`src/directional_movement_index_defines.svh`:
```
// Assertion macros shared by the directional movement index RTL.
// Depends on a clock named clk and a reset named rst in the including module.
`ifndef DIRECTIONAL_MOVEMENT_INDEX_DEFINES_SVH
`define DIRECTIONAL_MOVEMENT_INDEX_DEFINES_SVH

// same-cycle implication
`define DMI_ASSERT_NOW(label, ante, cons) \
  label: assert property (@(posedge clk) disable iff (rst) (ante) |-> (cons)) \
    else $error("dmi assertion failed");

// next-cycle implication
`define DMI_ASSERT_NEXT(label, ante, cons) \
  label: assert property (@(posedge clk) disable iff (rst) (ante) |=> (cons)) \
    else $error("dmi assertion failed");

`endif

```
`src/dmi_pkg.sv`:
```
// Shared types and constants of the directional movement index.
// No dependencies.
package dmi_pkg;

  localparam int PRICE_BITS_DEF  = 32;
  localparam int FRAC_BITS_DEF   = 16;
  localparam int PERIOD_BITS_DEF = 10;
  localparam int INT_BITS        = 7;   // integer bits of a Q value (0..100)
  localparam int BARS_W          = 32;
  localparam int PERIOD_RESET    = 14;

  localparam int STATUS_W = 2;
  localparam logic [STATUS_W-1:0] STATUS_OK      = 2'd0;
  localparam logic [STATUS_W-1:0] STATUS_SHORT   = 2'd1;
  localparam logic [STATUS_W-1:0] STATUS_INVALID = 2'd2;

  // controller to datapath
  typedef struct packed {
    logic load;
    logic calc;
    logic sdiv_go;
    logic upd;
    logic pct_di_go;
    logic di_take;
    logic pct_dx_go;
    logic adx_step;
    logic adiv_go;
    logic adx_fin;
    logic result;
  } dmi_cmd_t;

  // datapath to controller
  typedef struct packed {
    logic active;
    logic seed;
    logic form;
    logic need_div;
    logic div_busy;
    logic pct_busy;
  } dmi_sts_t;

endpackage

```
`src/dmi_ctrl.sv`:
```
// Controller of the directional movement index: sequences one bar through the datapath
// and owns the handshakes. Uses dmi_pkg and directional_movement_index_defines.svh.
`include "directional_movement_index_defines.svh"

module dmi_ctrl (
  input  logic              clk,
  input  logic              rst,
  input  logic              in_valid,
  output logic              in_ready,
  output logic              out_valid,
  input  logic              out_ready,
  input  dmi_pkg::dmi_sts_t sts,
  output dmi_pkg::dmi_cmd_t cmd
);
  import dmi_pkg::*;

  localparam logic [3:0] S_IDLE      = 4'd0;
  localparam logic [3:0] S_CALC      = 4'd1;
  localparam logic [3:0] S_SDIV_GO   = 4'd2;
  localparam logic [3:0] S_SDIV_WAIT = 4'd3;
  localparam logic [3:0] S_UPD       = 4'd4;
  localparam logic [3:0] S_DI_GO     = 4'd5;
  localparam logic [3:0] S_DI_WAIT   = 4'd6;
  localparam logic [3:0] S_DX_GO     = 4'd7;
  localparam logic [3:0] S_DX_WAIT   = 4'd8;
  localparam logic [3:0] S_ADX_STEP  = 4'd9;
  localparam logic [3:0] S_ADIV_GO   = 4'd10;
  localparam logic [3:0] S_ADIV_WAIT = 4'd11;
  localparam logic [3:0] S_ADX_FIN   = 4'd12;
  localparam logic [3:0] S_RESULT    = 4'd13;

  logic [3:0] state, state_next;
  logic       slot_free;

  assign in_ready  = (state == S_IDLE);
  assign slot_free = !out_valid || out_ready;

  always_comb begin
    state_next = state;
    cmd        = '0;
    unique case (state)
      S_IDLE: begin
        if (in_valid) begin
          cmd.load   = 1'b1;
          state_next = S_CALC;
        end
      end
      S_CALC: begin
        cmd.calc = 1'b1;
        if (!sts.active) state_next = S_RESULT;
        else if (sts.seed) state_next = S_UPD;
        else state_next = S_SDIV_GO;
      end
      S_SDIV_GO: begin
        cmd.sdiv_go = 1'b1;
        state_next  = S_SDIV_WAIT;
      end
      S_SDIV_WAIT: begin
        if (!sts.div_busy) state_next = S_UPD;
      end
      S_UPD: begin
        cmd.upd    = 1'b1;
        state_next = sts.form ? S_DI_GO : S_RESULT;
      end
      S_DI_GO: begin
        cmd.pct_di_go = 1'b1;
        state_next    = S_DI_WAIT;
      end
      S_DI_WAIT: begin
        if (!sts.pct_busy) begin
          cmd.di_take = 1'b1;
          state_next  = S_DX_GO;
        end
      end
      S_DX_GO: begin
        cmd.pct_dx_go = 1'b1;
        state_next    = S_DX_WAIT;
      end
      S_DX_WAIT: begin
        if (!sts.pct_busy) state_next = S_ADX_STEP;
      end
      S_ADX_STEP: begin
        cmd.adx_step = 1'b1;
        state_next   = sts.need_div ? S_ADIV_GO : S_RESULT;
      end
      S_ADIV_GO: begin
        cmd.adiv_go = 1'b1;
        state_next  = S_ADIV_WAIT;
      end
      S_ADIV_WAIT: begin
        if (!sts.div_busy) state_next = S_ADX_FIN;
      end
      S_ADX_FIN: begin
        cmd.adx_fin = 1'b1;
        state_next  = S_RESULT;
      end
      S_RESULT: begin
        if (slot_free) begin
          cmd.result = 1'b1;
          state_next = S_IDLE;
        end
      end
      default: state_next = S_IDLE;
    endcase
  end

  always_ff @(posedge clk) begin
    if (rst) begin
      state     <= S_IDLE;
      out_valid <= 1'b0;
    end else begin
      state <= state_next;
      if (cmd.result) out_valid <= 1'b1;
      else if (out_ready) out_valid <= 1'b0;
    end
  end

  `DMI_ASSERT_NEXT(a_accept_leaves_idle, in_valid && in_ready, !in_ready)
  `DMI_ASSERT_NOW(a_result_has_slot, cmd.result, !out_valid || out_ready)
  `DMI_ASSERT_NOW(a_no_accept_while_dividing, sts.div_busy || sts.pct_busy, !in_ready)

endmodule

```
`config.mk`:
```
export PLATFORM = sky130hd
export DESIGN_NAME = dmi_ctrl
export DESIGN_NICKNAME = d
export VERILOG_FILES = /design/src/dmi_pkg.sv /design/src/dmi_ctrl.sv
export VERILOG_INCLUDE_DIRS = /design/src /design/src/src
export SDC_FILE = /design/constraint.sdc
export NUM_CORES = 1
export LEC_CHECK = 0
export BUFFER_PORTS_ARGS = -buffer_cell sky130_fd_sc_hd__clkbuf_2
export CAP_MARGIN = 10
export CORE_AREA = 4 4 41 43
export CTS_CLUSTER_SIZE = 16
export DETAILED_ROUTE_END_ITERATION = 6
export DIE_AREA = 0 0 45 47
export PLACE_DENSITY = 0.67
export SYNTH_ARGS = -nofsm -noshare
export SYNTH_HDL_FRONTEND = slang
export SYNTH_SLANG_ARGS = --single-unit
```
`constraint.sdc`:
```
create_clock -name clk -period 1.5 [get_ports clk]
set_input_delay 0.3 -clock clk [delete_from_list [all_inputs] [get_ports clk]]
set_output_delay 0.3 -clock clk [all_outputs]
set_load 0.03 [all_outputs]
```
==> impl_results.html <==
<table>
<tr><th>Metric</th><th>Value</th></tr>
<tr><th colspan="2">Global route</th></tr>
<tr><td>Sum of overflow across all layers after global routing</td><td>0</td></tr>
<tr><td>Via count of the first global-routing pass</td><td>552</td></tr>
<tr><td>Number of antenna violations at the first check in global routing</td><td>0</td></tr>
<tr><td>Wire length of the first global-routing pass</td><td>2270 um</td></tr>
<tr><td>Maximum number of pins on one net before global-route repair</td><td>11</td></tr>
<tr><td>Combined global-route utilization of all metal layers</td><td>14.78%</td></tr>
<tr><th colspan="2">Floorplanning</th></tr>
<tr><td>Vertical die dimension</td><td>47 um</td></tr>
<tr><td>Width of the chip</td><td>45 um</td></tr>
<tr><td>Total Die Area</td><td>0.002115 sq mm</td></tr>
<tr><td>Number of I/O pins</td><td>23</td></tr>
<tr><td>Cell row count</td><td>13</td></tr>
<tr><td>Initial standard-cell utilization of the core</td><td>39.23%</td></tr>
<tr><td>Core Footprint</td><td>0.001301 sq mm</td></tr>
<tr><th colspan="2">Worst setup path</th></tr>
<tr><td>Maximum fanout along the worst path</td><td>8</td></tr>
<tr><td>Path type of the worst setup path</td><td>reg2out</td></tr>
<tr><td>Critical-path top delay cell</td><td>dfxtp_2</td></tr>
<tr><td>Crit path buffers/inverters</td><td>2</td></tr>
<tr><td>Max incr delay on CP</td><td>0.33 ns</td></tr>
<tr><td>Origin of the critical flop-to-flop path</td><td>state[1]</td></tr>
<tr><td>Cell count along the critical path</td><td>4</td></tr>
<tr><td>Kind of cell with the highest combined delay on the critical path</td><td>simple AND/OR/NAND/NOR gates</td></tr>
<tr><td>Worst path required time</td><td>1.20 ns</td></tr>
<tr><td>Capture instance of the worst register-to-register path</td><td>state[1]</td></tr>
<tr><td>Depth of the worst register-to-register path</td><td>6</td></tr>
<tr><td>Critical Path End Type</td><td>primary output</td></tr>
<tr><td>R2R setup slack</td><td>0.13 ns</td></tr>
<tr><td>Capture point of the critical path</td><td>cmd[10]</td></tr>
<tr><td>Arrival time of the worst setup path</td><td>1.25 ns</td></tr>
<tr><td>Setup crit start</td><td>state[2]</td></tr>
<tr><td>Critical Path Source Type</td><td>flop</td></tr>
<tr><td>Worst-path cell chain</td><td>buf_6 &gt; nor4_4 &gt; and2_4 &gt; buf_8</td></tr>
<tr><th colspan="2">Clock network</th></tr>
<tr><td>Worst-case clock buffer depth</td><td>2</td></tr>
<tr><td>Clock tree from TritonCTS</td><td>built</td></tr>
<tr><td>Clock root cell</td><td>clkbuf_4</td></tr>
<tr><td>Count of hold buffers inserted by post-cts repair</td><td>0</td></tr>
<tr><td>CTS H-tree depth</td><td>1</td></tr>
<tr><td>Clock transition time at the flip-flop clock pins of the worst setup and hold paths</td><td>0.05 ns</td></tr>
<tr><td>Total number of clock tree sinks</td><td>5</td></tr>
<tr><td>Number of buffers created by CTS</td><td>3</td></tr>
<tr><td>Clk Latency, worst-skew pair</td><td>0.25 ns</td></tr>
<tr><th colspan="2">Timing</th></tr>
<tr><td>Relative slew margins</td><td>77.75%</td></tr>
<tr><td>Final hold vios</td><td>0</td></tr>
<tr><td>RSZ-0062 raised after global routing</td><td>true</td></tr>
<tr><td>Pins over their slew limit</td><td>0</td></tr>
<tr><td>Fin crit share</td><td>103.2%</td></tr>
<tr><td>Highest clock frequency the design can meet</td><td>0.6459 GHz</td></tr>
<tr><td>Setup slack of the critical path after layout</td><td>-0.04822 ns</td></tr>
<tr><td>Post-route minimum period</td><td>1.548 ns</td></tr>
<tr><td>Setup Skew</td><td>0.008230 ns</td></tr>
<tr><td>Setup-failing EPs final</td><td>1</td></tr>
<tr><td>Slew at the pin with the worst max-slew slack</td><td>0.3311 ns</td></tr>
<tr><td>Setup Total Neg Slack</td><td>-0.04822 ns</td></tr>
<tr><th colspan="2">Drt</th></tr>
<tr><td>Number of DRC violations after detailed-routing iteration 0</td><td>7</td></tr>
<tr><td>Vias after detailed routing</td><td>590</td></tr>
<tr><td>Total length of routed wires</td><td>1407 um</td></tr>
<tr><td>Average vias per placed instance</td><td>5.130</td></tr>
<tr><td>Wire per inst</td><td>12.23 um</td></tr>
<tr><td>Detailed-routing iteration count for the pre-antenna-repair pass</td><td>2</td></tr>
<tr><td>Antenna Violating Nets Remaining</td><td>0</td></tr>
<tr><td>Count of unresolved DRC violations after routing</td><td>0</td></tr>
<tr><th colspan="2">Job</th></tr>
<tr><td>Maximum Capacitance Violations</td><td>0</td></tr>
<tr><th colspan="2">Pwr</th></tr>
<tr><td>Max IR drop VDD</td><td>0.9675 mV</td></tr>
<tr><td>Power per cell area</td><td>2114 mW/mm^2</td></tr>
<tr><td>Standby leakage power</td><td>0.3879 nW</td></tr>
<tr><td>Total Power</td><td>1.838 mW</td></tr>
<tr><th colspan="2">Status</th></tr>
<tr><td>Run status</td><td>complete, but fails checks</td></tr>
<tr><td>Violated checks</td><td>setup timing</td></tr>
<tr><th colspan="2">Cells and area</th></tr>
<tr><td>Number of diodes</td><td>0</td></tr>
<tr><td>Final net count</td><td>111</td></tr>
<tr><td>Share of post-route cells with drive strength above 1</td><td>57.00%</td></tr>
<tr><td>Growth of design area from synthesis to finish</td><td>70.34%</td></tr>
<tr><td>Final standard cell utilization of the core</td><td>66.83%</td></tr>
<tr><th colspan="2">Place</th></tr>
<tr><td>Final weighted congestion of routability-driven global placement</td><td>0.8086</td></tr>
<tr><td>Input/output buffers</td><td>22</td></tr>
<tr><td>Total half-perimeter wirelength after legalization and detailed placement</td><td>1026 um</td></tr>
<tr><th colspan="2">Yosys</th></tr>
<tr><td>Number of nets in the synthesized netlist</td><td>78</td></tr>
<tr><td>Synthesized area divided by synthesized cell count</td><td>7.507 sq um</td></tr>
<tr><td>Number of distinct library cells after synthesis</td><td>31</td></tr>
<tr><td>Fraction of the yosys area taken by sequential cells</td><td>19.61%</td></tr>
<tr><td>Yosys synthesis warning count</td><td>0</td></tr>
<tr><td>Mapped Cells</td><td>68</td></tr>
<tr><td>Register bit total from synthesis</td><td>5</td></tr>
<tr><td>Synthesized cell area</td><td>510.5 sq um</td></tr>
<tr><th colspan="2">Min path</th></tr>
<tr><td>Type of the most critical hold path</td><td>in2reg</td></tr>
</table>
[layer usage]
| layer | global-route usage (%) | share of wire, % | wire length (um) | vias up |
|---|---|---|---|---|
| met3 | 2.682 | 5.4 | 76 | 2 |
| met4 | 9.942 | 2.3 | 33 | 0 |
| met2 | 24.86 | 49 | 685 | 17 |
| met1 | 17.08 | 43 | 612 | 259 |
| li1 | - | - | - | 312 |
| met5 | 0 | 0 | 0 | - |
[worst min path at each step]
stage               depth (start not counted)  from        to
CTS                                         2   rst  state[0]
floorplan                                   1   rst  state[0]
finish                                      2   rst  state[0]
detailed placement                          2   rst  state[0]
global placement                            2   rst  state[1]
global route                                2   rst  state[0]
[cell families after synthesis]
family	share of synthesized area [%]
flip-flops	19.61
buffers and inverters	7.352
AO/OA/AOI/OAI	30.88
AND/OR/NAND/NOR	42.16
[Yosys cell counts (all sizes together)]
master	count	area share [%]
a21o	1	1.5
nor2b	3	3.7
dfxtp	5	20
o211a	1	2.0
a221oi	1	1.7
nor3b	1	1.5
and2	1	1.2
nand2b	7	11
nand4b	1	1.7
o211ai	1	1.5
a311oi	1	1.7
a22oi	1	4.2
a21oi	3	2.9
a31oi	1	1.2
nand3	1	0.98
nor4	1	1.2
inv	1	0.73
nor3	10	9.8
o21ai	7	6.9
a32oi	1	5.4
nor2	8	7.8
a21bo	1	2.0
buf	5	6.6
nand2	5	3.7
[what timing repair did]
item	4_1_cts	5_1_grt
buffers inserted	3	1
resized for setup	27	13
pin swaps	2	2
endpoints found under the setup margin	12	12
[final cells by class]
type                    instances  area [sq um]
well taps                      15         18.77
clock buffers                   4         26.28
multi-input cells              57         441.7
flip-flops and latches          5         110.1
inverters                       1         3.754
repair buffers                 33         269.0
fillers                       106         431.7
[through the flow]
step | instance area [sq um] | setup slack (ns) | hold slack (ns) | cells
after CTS | 838.3 | -0.07687 | 0.2560 | 114
after detailed placement | 698.2 | 0.07953 | 0.5379 | 107
final | 869.6 | -0.04822 | 0.2631 | 115
after global placement | 698.2 | 0.09670 | 0.5352 | 107
after floorplan | 541.8 | -0.1358 | 0.3691 | 68
after global routing | 869.6 | -0.1126 | 0.2821 | 115
[sequential cells by signal (all words and copies together) (netlist names)]
signal and cells:
out_valid 1, state 4
[cells in the final DEF (no fill, tap or decap), types with 2 or more instances in the layout]
cell / instances
nor2b_1: 3
clkbuf_2: 10
nor3_1: 3
nor2_1: 6
nand2b_4: 2
clkbuf_4: 5
dfxtp_2: 2
nor3_2: 6
nand2_1: 4
buf_4: 14
dfxtp_4: 2
clkbuf_8: 3
a21oi_1: 3
o21ai_0: 6
nand2b_1: 4
buf_6: 2
[power by group]
group          total, mW  internal, mW  switching, mW
sequential         0.314         0.208          0.106
combinational       1.36         0.650          0.712
clock              0.162         0.101         0.0612
total               1.84         0.959          0.879
No activity file was read; power rests on OpenSTA's default activity.
